File: config.mk
export PLATFORM = sky130hd
export DESIGN_NAME = rmj_div_cell
export DESIGN_NICKNAME = d
export VERILOG_FILES = /design/src/rtl/rmj_pkg.sv /design/src/rtl/rmj_div_cell.sv
export SDC_FILE = /design/constraint.sdc
export NUM_CORES = 1
export LEC_CHECK = 0
export BUFFER_PORTS_ARGS = -buffer_cell sky130_fd_sc_hd__clkbuf_2
export CAP_MARGIN = 10
export CORE_UTILIZATION = 56
export DETAILED_ROUTE_END_ITERATION = 16
export PLACE_DENSITY = 0.86
export SYNTH_ARGS = -nofsm -noshare
export SYNTH_HDL_FRONTEND = slang
export SYNTH_SLANG_ARGS = --single-unit
File: constraint.sdc
create_clock -name i_clk -period 14.3 [get_ports i_clk]
set_clock_uncertainty 0.05 [all_clocks]
set_input_delay 3.575 -clock i_clk [delete_from_list [all_inputs] [get_ports i_clk]]
set_output_delay 3.575 -clock i_clk [all_outputs]
set_load 0.01 [all_outputs]
File: src/rtl/rmj_pkg.sv
// Shared types and constants for the radar measurement Jacobian core.
package rmj_pkg;

    localparam int ADDR_W     = 3;
    localparam int ROOT_STEPS = 64;
    localparam int DIV_STEPS  = 32;
    localparam int LANES      = 6;

    localparam logic [ADDR_W-3:0] REG_MIN_RANGE_SQ   = 1'b0;
    localparam logic [31:0]       MIN_RANGE_SQ_RESET = 32'd4295;

    localparam logic [31:0] SAT_POS = 32'h7FFF_FFFF;
    localparam logic [31:0] SAT_NEG = 32'h8000_0000;

    // Front end result: magnitudes, signs, collision and overflow flags, range squared and
    // the (|a * cross| * 2^F) dividends split into high and low 64-bit words.
    typedef struct packed {
        logic        coll;
        logic        sx;
        logic        sy;
        logic        cneg;
        logic [31:0] apx;
        logic [31:0] apy;
        logic [63:0] rho2;
        logic [63:0] nh0;
        logic [63:0] nl0;
        logic [63:0] nh1;
        logic [63:0] nl1;
        logic        ov0;
        logic        ov1;
    } t_front;

    // Side data that travels with the final divide row.
    typedef struct packed {
        logic        coll;
        logic        sx;
        logic        sy;
        logic        cneg;
        logic [63:0] root;
        logic [63:0] rho2;
        logic [31:0] lb0;
        logic [31:0] lb1;
        logic [5:0]  ovf;
    } t_p2;

endpackage

File: src/rtl/rmj_div_cell.sv
// One cell of a restoring divide row: retire one quotient bit per cycle while enabled.
module rmj_div_cell #(
    parameter int QW = 32
) (
    input  logic          i_clk,
    input  logic          i_en,
    input  logic [63:0]   i_div,
    input  logic [63:0]   i_rem,
    input  logic          i_bit,
    input  logic [QW-1:0] i_quo,
    output logic [63:0]   o_rem,
    output logic [QW-1:0] o_quo
);
    import rmj_pkg::*;

    logic [64:0] w_acc, w_diff;
    logic        w_ge;

    assign w_acc  = {i_rem, i_bit};
    assign w_ge   = (w_acc >= {1'b0, i_div});
    assign w_diff = w_acc - {1'b0, i_div};

    always_ff @(posedge i_clk) begin
        if (i_en) begin
            o_rem <= w_ge ? w_diff[63:0] : w_acc[63:0];
            o_quo <= {i_quo[QW-2:0], w_ge};
        end
    end

endmodule

# == Word level (Yosys, flattened, before mapping) ==
# Index checks and enable logic that the tools add are counted.
# classes
addsub,1
magnitude_cmp,1
mux,1
# op_table
cell,n
greater-or-equal comparator 65 x 64 -> 1 bit,1
2-to-1 mux 64 bit,1
subtractor 64 bit,1
# totals
regBits,96
input_bits,163
output_inout_bits,96
wordCells,5

# == Logic depth before layout (Yosys ltp) ==
# logic_depth
depth_word,2
ltp_mapped,17
ltp_nobuf,13

# == Worst setup path before layout ==
# OpenSTA, ideal clock, no wires.
# synth_path
kind,input -> register
start,input port i_div[1]
end,"register o_rem[53], data pin"
setup_time_ns,0.260
arrival_ns,6.699
required_ns,13.990
path_slack_ns,7.290
stages,16
path_buffers,3
cell_sequence,inv_1 ha_1 nor2b_2 o21ai_1 o21a_2 o31a_1 o31a_1 o41ai_2 a41o_2 a31oi_4 o211a_1 buf_6 clkinv_4 buf_12 buf_12 mux2_4
# synth_between
elab_chain_cells,2
word_cells_on_any_way,3
classes_between,add/sub: 1; order compare: 1; mux: 1
# synth_lines
item,line_no,text
from (decl),rmj_div_cell.sv:7,"input logic [63:0] i_div,"
greater-or-equal comparator 65 x 64 -> 1 bit,rmj_div_cell.sv:20,"assign w_ge = (w_acc >= {1'b0, i_div});"
named net w_ge,rmj_div_cell.sv:17,logic w_ge;
2-to-1 mux 64 bit,rmj_div_cell.sv:25,o_rem <= w_ge ? w_diff[63:0] : w_acc[63:0];
to (signal assigned),rmj_div_cell.sv:25,
to (decl),rmj_div_cell.sv:11,"output logic [63:0] o_rem,"
# The timed path passes the listed nets, and every way through them passes these cells.
# A chain may end at the register's enable or synchronous reset.

# == Final worst setup path ==
# layout_path
start,input port i_div[1]
end,"register o_rem[28], data pin"
# layout_between
elab_chain_cells,2
word_cells_on_any_way,3
classes_between,add/sub: 1; order compare: 1; mux: 1
# layout_lines
item,line_no
subtractor 64 bit or greater-or-equal comparator 65 x 64 -> 1 bit (tied branches),"rmj_div_cell.sv:21, rmj_div_cell.sv:20"
2-to-1 mux 64 bit *,rmj_div_cell.sv:25
# Every way passes the cells marked *; elsewhere a longest branch is shown, timed or not.

==> parameters.txt <==
Parameter                              Value

Run status
  Result of the run ... completed

Routing
  Total number of vias ... 7040
  Post-DR vias/cell ... roughly 5.8
  Number of antenna-violating nets in the routed design ... 0
  DRC violations left ... 0
  Initial DRC count ... 528
  Wire per inst ... 17.37 um
  Final routed wirelength across all metal layers ... 21030 um
  Number of search-and-repair iterations in the first detailed-routing pass ... 5

STA
  Tcrit/Tclk final ... 54.11%
  Final-report hold violation count ... 0
  Final slew viol count ... 0
  Least setup slack across all paths after layout ... 6.562 ns
  Setup repair after global routing missed its margin ... no
  Total setup violations reported at the end of the flow ... 0
  Final total negative setup slack ... 0 ns
  Final worst path period need ... 7.738 ns
  Max Clk Rate ... 129.2 MHz
  Slew at the pin closest to its max-slew limit ... 0.8199 ns
  Relative slew slack ... 43.92%

Yosys
  Post-synthesis cell type with the largest combined area ... sky130_fd_sc_hd__edfxtp_1
  Leading register cell type out of synthesis ... sky130_fd_sc_hd__edfxtp_1
  Post-synth ARST share ... 0%
  Post-synthesis cell area ... 7742 um^2
  Synth area leaders ... sky130_fd_sc_hd__edfxtp_1 37%, sky130_fd_sc_hd__ha_1 10%, sky130_fd_sc_hd__mux2_2 7.4%, sky130_fd_sc_hd__a21oi_1 4.6%, sky130_fd_sc_hd__xnor2_1 4.2%
  Portion of the post-synthesis area used by sequential elements ... 37.23%
  Synthesized instance count ... between 700 and 800
  Yosys warnings ... 0
  Post-synthesis cell type count ... 69
  Synth Net Count ... just over 1000
  Synthesized area per cell ... between 9 and 10 um^2
  Number of synthesized register bits ... 96
  Number of enable flip-flop cells after synthesis ... 96
  Synth top area share ... 37.23%

Cells and area
  Most common cell after layout, fill and taps aside ... sky130_fd_sc_hd__clkbuf_2
  Share of final-layout standard cells stronger than drive strength 1 ... 33.24%
  End-of-flow core utilization ... between 70% and 80%
  Layout overhead on the synthesized area ... 21.17%
  Net total in the final layout ... 1258
  ANT cells ... 0
  Leading cell types in the layout, fill and taps excluded ... 256 x sky130_fd_sc_hd__clkbuf_2, 96 x sky130_fd_sc_hd__edfxtp_1, 80 x sky130_fd_sc_hd__inv_1
  Count of non-filler cells in the finished layout ... 1211

Global route
  Met2 track utilization from global routing ... 51.70%
  Antenna violations before repair ... 0
  Busiest grt layer ... met2
  GR met1 Demand/Resource ... 35.75%
  Global-route congestion overflow total ... 0
  Total Routing Usage GR ... 29.32%
  Met3 routing resource usage after global routing ... 4.943%
  Vias in the first global route ... 6860
  First-pass GRT wire length ... 32830 um
  Largest net degree at the start of global routing ... 64

Clock tree
  Clock tree from TritonCTS ... done
  Hold-fix buffer count after cts ... 0
  Total clock sinks ... 96
  Number of buffers created by CTS ... 9
  Clock slew seen by the registers of the worst setup and hold paths ... 0.07 ns
  # H-tree levels ... 3
  Library cell used as clock root buffer ... sky130_fd_sc_hd__clkbuf_16
  Number of gates resized after CTS ... 0
  Buffer count from post-CTS setup fixing ... 0
  Longest Clk Path Bufs ... 2

Worst setup path
  Crit-path leading delay family ... compound AO/OA/AOI/OAI gates
  Worst setup path class ... primary input to flop
  Data arrival, critical path ... 7.79 ns
  Kind of end point of the critical path ... flop
  Crit path launch type ... primary input
  Crit path buf inv count ... 3
  Launching element of the worst setup path ... i_div[1]
  Peak fanout along the critical path ... 59
  Largest stage delay on the critical path ... around 0.56 ns
  Series of cell instances along the critical path ... clkbuf_2 -> inv_1 -> ha_1 -> nor2b_2 -> o21ai_1 -> o21a_2 -> o31a_1 -> o31a_1 -> o41ai_2 -> a41o_2 -> a31oi_4 -> o211a_1 -> clkinv_4 -> mux2_2
  Required arrival time at the worst endpoint ... 14.35 ns
  Slowest library cell on the worst path ... sky130_fd_sc_hd__o41ai_2
  Critical path's most frequent cell ... sky130_fd_sc_hd__o31a_1

Die
  Die outline area ... between 10000 and 15000 um^2
  Standard cell core area ... between 10000 and 15000 um^2
  Io pins ... 259
  Placement row count ... 42
  Starting utilization of the core area ... 58.01%
  Vertical die dimension ... 119.6 um
  Die Wd ... 119.6 um

Placement
  Half-perimeter wire length after detailed placement ... 16820 um
  Final Wtd Congestion ... roughly 0.9
  Number of buffers added on ports ... roughly 260
  Post-Place Setup Slack ... 6.249 ns
  Post-Place Cells ... about 1200

Pwr
  P_sw ... 308.1 uW
  Power Internal ... 630.6 uW
  Leakage component of the power ... 4.507 nW
  Relative contribution of the clock network to total power ... 24.9%
  Cell area power density ... 100.1 nW/um^2
  Share of total power consumed by net switching ... approximately a third
  Gate power share ... between 30 and 40%
  Worst IR Drop VDD ... 62.79 uV
  Seq pwr share ... 39.6%

Worst hold path
  Min-delay src ... i_quo[0]
  Hold/Removal Path Class ... primary input to flop

Flow run
  Number of maximum-capacitance violations ... 0
[area by class of cell]
cell class	instances	area (um^2)
well taps	176	220.2
flip-flops and latches	96	2883
inverters	81	309.0
repair buffers	258	1296
clock inverters	6	51.30
fillers	1039	3966
multi-input cells	584	4393
clock buffers	10	229.0
[kinds of logic after synthesis]
kind of cell	synth area share [%]
AO/OA/AOI/OAI	19.28
XOR/XNOR	6.335
adder cells (fa/ha/maj)	10.60
buffers and inverters	6.028
flip-flops	37.23
multiplexers	9.421
AND/OR/NAND/NOR	11.10
[synth_stat cells (all sizes together) (19+ instances only)]
cell type,count
a21o,36
inv,80
xor2,19
edfxtp,96
a21oi,71
mux2,58
xnor2,37
clkbuf,19
nor2,37
o21ai,36
ha,64
nand2,58
[power groups by stage]
| stage | clock network, mW | registers (mW) | logic [mW] |
|---|---|---|---|
| final | 0.234 | 0.372 | 0.333 |
| after detailed placement | 0 | 0.378 | 0.327 |
| after floorplan | 0 | 0.396 | 0.198 |
| after global placement | 0 | 0.376 | 0.319 |
| after global routing | 0.247 | 0.375 | 0.362 |
| after CTS | 0.236 | 0.372 | 0.330 |
[flip-flops by register name (all words and copies together), names as in the netlist]
name / count
o_rem: 64
o_quo: 32
[stage by stage]
stage | total power, mW | area (um^2) | hold WS [ns]
CTS | 0.9384 | 9382 | 3.335
finish | 0.9387 | 9382 | 3.343
global placement | 0.6957 | 9101 | 3.702
global route | 0.9837 | 9382 | 3.332
detailed placement | 0.7053 | 9101 | 3.704
floorplan | 0.5948 | 7742 | 3.624
[worst paths after layout]
| kind | end | slack (ns) | cells past startpoint |
|---|---|---|---|
| setup / recovery | o_rem[28] | 6.56 | 14 |
| hold / removal | o_quo[1] | 3.34 | 1 |
[metal layers]
metal  part of all wire [%]  wire (um)  vias up
met4                    2.4        514        0
met2                     50      10470      382
met5                      0          0        -
met1                     40       8385     3216
li1                       -          -     3402
met3                    7.9       1661       40
No activity file was read; power rests on OpenSTA's default activity.
