**src/rtl/rmj_pkg.sv**
```systemverilog
// Shared types and constants for the radar measurement Jacobian core.
package rmj_pkg;

    localparam int ADDR_W     = 3;
    localparam int ROOT_STEPS = 64;
    localparam int DIV_STEPS  = 32;
    localparam int LANES      = 6;

    localparam logic [ADDR_W-3:0] REG_MIN_RANGE_SQ   = 1'b0;
    localparam logic [31:0]       MIN_RANGE_SQ_RESET = 32'd4295;

    localparam logic [31:0] SAT_POS = 32'h7FFF_FFFF;
    localparam logic [31:0] SAT_NEG = 32'h8000_0000;

    // Front end result: magnitudes, signs, collision and overflow flags, range squared and
    // the (|a * cross| * 2^F) dividends split into high and low 64-bit words.
    typedef struct packed {
        logic        coll;
        logic        sx;
        logic        sy;
        logic        cneg;
        logic [31:0] apx;
        logic [31:0] apy;
        logic [63:0] rho2;
        logic [63:0] nh0;
        logic [63:0] nl0;
        logic [63:0] nh1;
        logic [63:0] nl1;
        logic        ov0;
        logic        ov1;
    } t_front;

    // Side data that travels with the final divide row.
    typedef struct packed {
        logic        coll;
        logic        sx;
        logic        sy;
        logic        cneg;
        logic [63:0] root;
        logic [63:0] rho2;
        logic [31:0] lb0;
        logic [31:0] lb1;
        logic [5:0]  ovf;
    } t_p2;

endpackage

```
**src/rtl/rmj_root_cell.sv**
```systemverilog
// One cell of the square root row: retire one root bit per cycle while enabled.
module rmj_root_cell (
    input  logic        i_clk,
    input  logic        i_en,
    input  logic [65:0] i_rem,
    input  logic [63:0] i_root,
    input  logic [1:0]  i_pair,
    output logic [65:0] o_rem,
    output logic [63:0] o_root
);
    import rmj_pkg::*;

    logic [67:0] w_acc, w_trial, w_diff;
    logic        w_ge;

    assign w_acc   = {i_rem, i_pair};
    assign w_trial = {2'b00, i_root, 2'b01};
    assign w_ge    = (w_acc >= w_trial);
    assign w_diff  = w_acc - w_trial;

    always_ff @(posedge i_clk) begin
        if (i_en) begin
            o_rem  <= w_ge ? w_diff[65:0] : w_acc[65:0];
            o_root <= {i_root[62:0], w_ge};
        end
    end

endmodule

```
**config.mk**
```make
export PLATFORM = sky130hd
export DESIGN_NAME = rmj_root_cell
export DESIGN_NICKNAME = d
export VERILOG_FILES = /design/src/rtl/rmj_pkg.sv /design/src/rtl/rmj_root_cell.sv
export SDC_FILE = /design/constraint.sdc
export NUM_CORES = 1
export LEC_CHECK = 0
export BUFFER_PORTS_ARGS = -buffer_cell sky130_fd_sc_hd__buf_4
export CAP_MARGIN = 30
export CORE_ASPECT_RATIO = 0.8
export CORE_MARGIN = 8
export CORE_UTILIZATION = 50
export CTS_BUF_LIST = sky130_fd_sc_hd__clkbuf_2
export DETAILED_ROUTE_END_ITERATION = 16
export PLACE_DENSITY = 0.74
export SYNTH_ARGS = -nofsm -noshare
export SYNTH_HDL_FRONTEND = slang
export SYNTH_SLANG_ARGS = --single-unit
export TNS_END_PERCENT = 1
```
**constraint.sdc**
```tcl
create_clock -name i_clk -period 6.3 [get_ports i_clk]
set_input_delay 1.575 -clock i_clk [delete_from_list [all_inputs] [get_ports i_clk]]
set_output_delay 1.575 -clock i_clk [all_outputs]
set_load 0.01 [all_outputs]
```
Word level (Yosys, flattened, before mapping)
Cells that the tools add are included.
- $add $sub $neg: 1
- $mul: 0
- divide/modulo/power cells: 0
- magnitude comparators: 1
- eq/ne operators: 0
- shift-type cells: 0
- mux-type cells: 1
- bitwise gates (word level): 0
- reductions and logical operators: 0
- operators with widths (kind ; count):
    68-bit by 66-bit >= comparator with 1-bit output ; 1
    66-bit two-way mux ; 1
    66-bit subtractor ; 1
- flip-flop bits (word level): 130
- latch bits: 0
- RAM bits: 0
- bits in read-only memories: 0
- input bits: 134
- output and inout bits: 130
- logic and storage cells: 5
- memories: 0

Depth between registers and ports, before layout
- depth after elaboration: 2
- gate-level depth with buffers: 15
- depth with buffers taken out: 12

Least setup slack after synthesis
No wires, ideal clock.
- kind: input port to flip-flop
- start: input port i_root[38]
- end: register o_rem[59] (data pin)
- setup time: 0.262 ns
- arrival time: 4.561 ns
- data required time: 6.038 ns
- path slack: 1.477 ns
- stages on the path: 12
- buffers on the path: 3
- cells stage by stage: inv_1 > ha_1 > buf_2 > nand4_2 > or4_1 > or4_4 > o211a_4 > a31oi_4 > a2bb2oi_4 > buf_6 > buf_8 > mux2_1
- word-level cells in the longest chain between the ends: 2
- elaborated cells between the ends (all ways): 3
- classes of those cells: 1 x add/sub; 1 x order compare; 1 x mux
- ends and longest elaborated chain (item ; line ; text):
    start: declaration ; rmj_root_cell.sv:6 ; input logic [63:0] i_root,
    68-bit by 66-bit >= comparator with 1-bit output ; rmj_root_cell.sv:18 ; assign w_ge = (w_acc >= w_trial);
    net w_ge ; rmj_root_cell.sv:14 ; logic w_ge;
    66-bit two-way mux ; rmj_root_cell.sv:23 ; o_rem <= w_ge ? w_diff[65:0] : w_acc[65:0];
    end signal: assignment ; rmj_root_cell.sv:23 ;
    end: declaration ; rmj_root_cell.sv:8 ; output logic [65:0] o_rem,
The timed path passes the listed nets, and every way through them passes these cells.
A chain may end at the register's enable or synchronous reset.

Final worst setup path
- start: input port i_root[38]
- end: register o_rem[36] (data pin)
- word-level cells in the longest chain between the ends: 2
- ends and longest elaborated chain (item ; line):
    68-bit by 66-bit >= comparator with 1-bit output ; rmj_root_cell.sv:18
    66-bit two-way mux ; rmj_root_cell.sv:23
Every way passes these cells.

==> results.sh <==
export IMPL_dp_hpwl_mm=21.5
export IMPL_path_class="input port to flop"
export IMPL_worstMarginPinSlew_ps=830
export IMPL_cts_num_sinks=130
export IMPL_synthMuxAreaShare_pct=8.14
export IMPL_rsz0062_at_grt="false"
export IMPL_yosys_warnings=0
export IMPL_p_per_area_nw_per_um2=231
export IMPL_drive_gt1_share_pct=29.8
export IMPL_hold_path_end="o_root[18]"
export IMPL_die_w_um=167
export IMPL_first_pass_iters=5
export IMPL_yosysMostFrequentCell="edfxtp_1"
export IMPL_synth_xor_area_share_pct=5.50
export IMPL_synth_nets=1094
export IMPL_routed_via_count=7926
export IMPL_setup_viol=0
export IMPL_globalplace_congestion=0.944
export IMPL_seqCellArea_um2=3900
export IMPL_multi_input_area_um2=4710
export IMPL_grt_pass1_wl_mm=42.1
export IMPL_drc_errors=0
export IMPL_post_drt_wl_per_cell_um=19.4
export IMPL_crit_path_start_kind="input port"
export IMPL_cts_buffers=17
export IMPL_hold_viol=0
export IMPL_fin_crit_sh_pct=75.1
export IMPL_path_clk_slew_ps=230
export IMPL_num_antenna_cells=0
export IMPL_holdBufCountCts=0
export IMPL_synth_ff_latch_count=130
export IMPL_grt_pass1_vias=8059
export IMPL_syn_cell_area_um2=9080
export IMPL_crit_path_max_fanout=43
export IMPL_synth_top_area_share_pct=43.0
export IMPL_hp_start="i_root[17]"
export IMPL_fin_total_pwr_w=0.00265
export IMPL_syn_avg_cell_area_um2=10.2
export IMPL_grt_max_degree=90
export IMPL_start_util_pct=50.5
export IMPL_ant_nets=0
export IMPL_synthFlopType="edfxtp_1"
export IMPL_num_rows=44
export IMPL_synth_adder_area_share_pct=9.09
export IMPL_async_flop_share_pct=0
export IMPL_drv_slew=0
export IMPL_finalCriticalPeriod_ps=4730
export IMPL_die_area_um2=22800
export IMPL_antenna_found_initial=0
export IMPL_max_cap_violations=0
export IMPL_cp_data_arrival_time_ps=5210
export IMPL_hold_class="input port to flop"
export IMPL_critPathCaptureType="flop"
export IMPL_synth_compound_area_share_pct=17.2
export IMPL_cts_resized=0
export IMPL_area_growth_syn_to_layout_pct=26.3
export IMPL_ir_drop_mv=0.127
export IMPL_synth_top_family_by_area="compound AO/OA/AOI/OAI gates"
export IMPL_hold_path_depth=1
export IMPL_critPathRequiredTime_ps=6780
export IMPL_synth_seq_area_share_pct=43.0
export IMPL_drt_iter0_markers=900
export IMPL_fmax_mhz=211
export IMPL_viasPerCell=5.70
export IMPL_overflow=0
export IMPL_worstPathCellList="buf_4 > inv_1 > ha_1 > nand4_2 > or4_1 > or4_4 > o211a_4 > a31oi_4 > a2bb2oi_4 > buf_4 > mux2_2"
export IMPL_post_cts_setup_buffer_count=0
export IMPL_grtUsageTotal_pct=23.4
export IMPL_synth_edff_count=130
export IMPL_portBuffers=263
export IMPL_netlist_instances=894
export IMPL_tns_ps=0
export IMPL_synth_simple_gate_area_share_pct=11.9
export IMPL_ys_top_cells_by_count="edfxtp_1 (130), a21oi_1 (87), inv_1 (78)"
export IMPL_cp_slowest_stage_delay_ps=600
export IMPL_cts_root_buf="clkbuf_2"
export IMPL_place_area_um2=11200
export IMPL_cp_slowest_cell="or4_1"
export IMPL_slew_headroom_pct=43.2
export IMPL_design_area_um2=11500
export IMPL_outcome="finished, final reports clean"
export IMPL_yosysTopAreaCell="edfxtp_1"
export IMPL_h_tree_depth=4
export IMPL_path_common_cell="buf_4"
export IMPL_ys_types=63
export IMPL_ios=264
export IMPL_core_region_area_um2=18000
export IMPL_synth_area_leaders="edfxtp_1 (43%), ha_1 (9.1%), a21oi_1 (4.8%), mux2_2 (4.6%), xnor2_1 (3.4%)"
export IMPL_cts_tree="done"
export IMPL_fill_cells=1539
export IMPL_nets=1348
export IMPL_leakage_nw=5.09
export IMPL_clk_path_buf_depth=2
export IMPL_routed_wl_mm=27.0
export IMPL_die_height_um=137
worst max-delay path, delay by kind of cell:
kind | cells | cell delay (ps)
multiplexers | 1 | 410
AND/OR/NAND/NOR | 3 | 1400
AO/OA/AOI/OAI | 3 | 700
adder cells (fa/ha/maj) | 1 | 440
buffers and inverters | 3 | 670
logic make-up (layout without fill, tap and decap cells):
logic type / after synthesis / count (layout)
AO/OA/AOI/OAI: 242 / 242
XOR/XNOR: 57 / 57
adder cells (fa/ha/maj): 66 / 66
buffers and inverters: 109 / 376
flip-flops: 130 / 130
multiplexers: 66 / 66
AND/OR/NAND/NOR: 224 / 224
per-stage QoR:
step	worst slack (ps)	instances	utilization (%)	hold slack, ps
2_1_floorplan	1480	894	-	1670
6_report	1570	1391	63.7	1010
3_5_place_dp	848	1359	62.2	1760
4_1_cts	1640	1391	63.7	966
5_1_grt	1470	1391	63.7	930
3_3_place_gp	873	1359	62.2	1760
placed cells by master (no fill, tap or decap), drive strengths merged, types with 3 or more instances in the layout:
| master | n |
|---|---|
| clkinv | 5 |
| a211oi | 4 |
| a21oi | 87 |
| buf | 266 |
| or3 | 3 |
| bufinv | 4 |
| o21ai | 47 |
| ha | 66 |
| nor2b | 7 |
| a311oi | 3 |
| nor4 | 8 |
| or4 | 5 |
| a31o | 4 |
| nand3 | 19 |
| and2 | 3 |
| nand2 | 69 |
| xnor2 | 35 |
| mux2i | 3 |
| xor2 | 22 |
| and3 | 7 |
| clkinvlp | 3 |
| nand2b | 7 |
| a21boi | 3 |
| inv | 80 |
| a21o | 31 |
| a211o | 3 |
| o21a | 7 |
| nand4 | 17 |
| edfxtp | 130 |
| o211a | 3 |
| clkbuf | 18 |
| o211ai | 7 |
| a31oi | 10 |
| o21bai | 13 |
| mux2 | 63 |
| nor3 | 22 |
| nor2 | 50 |
| o41ai | 3 |
| nand3b | 3 |
state kept, by name, indices dropped and copies added (netlist names):
name and cells:
o_rem 66, o_root 64
worst max path at each step:
stage          cells past startpoint  startpoint  slack, ps         to
5_1_grt                           14   i_root[0]       1470  o_rem[21]
6_report                          11  i_root[38]       1570  o_rem[36]
3_5_place_dp                      11  i_root[38]        850  o_rem[37]
4_1_cts                           11  i_root[38]       1640  o_rem[25]
3_3_place_gp                      14   i_root[0]        870  o_rem[32]
2_1_floorplan                     12  i_root[38]       1480  o_rem[59]
layout make-up:
type,count,area share (%)
Tap cell,230,2.51
Multi-Input combinational cell,655,41.1
Inverter,78,2.55
Sequential cell,130,34.0
Timing Repair Buffer,266,17.4
Clock buffer,18,0.785
Clock inverter,14,1.62
metal layers:
| metal | up-vias | track usage [%] | wire length [um] |
|---|---|---|---|
| met1 | 3719 | 29.8 | 11900 |
| li1 | 3813 | - | - |
| met5 | - | 0 | 0 |
| met3 | 33 | 9.11 | 2750 |
| met4 | 0 | 4.94 | 404 |
| met2 | 361 | 37.4 | 12000 |
power breakdown:
group | switching [W] | leakage, nW | internal, W
clock network | 0.000343 | 0.156 | 0.000261
logic | 0.000485 | 3.66 | 0.000432
registers | 0.0000333 | 1.27 | 0.00109
(Power assumes the default switching activity.)
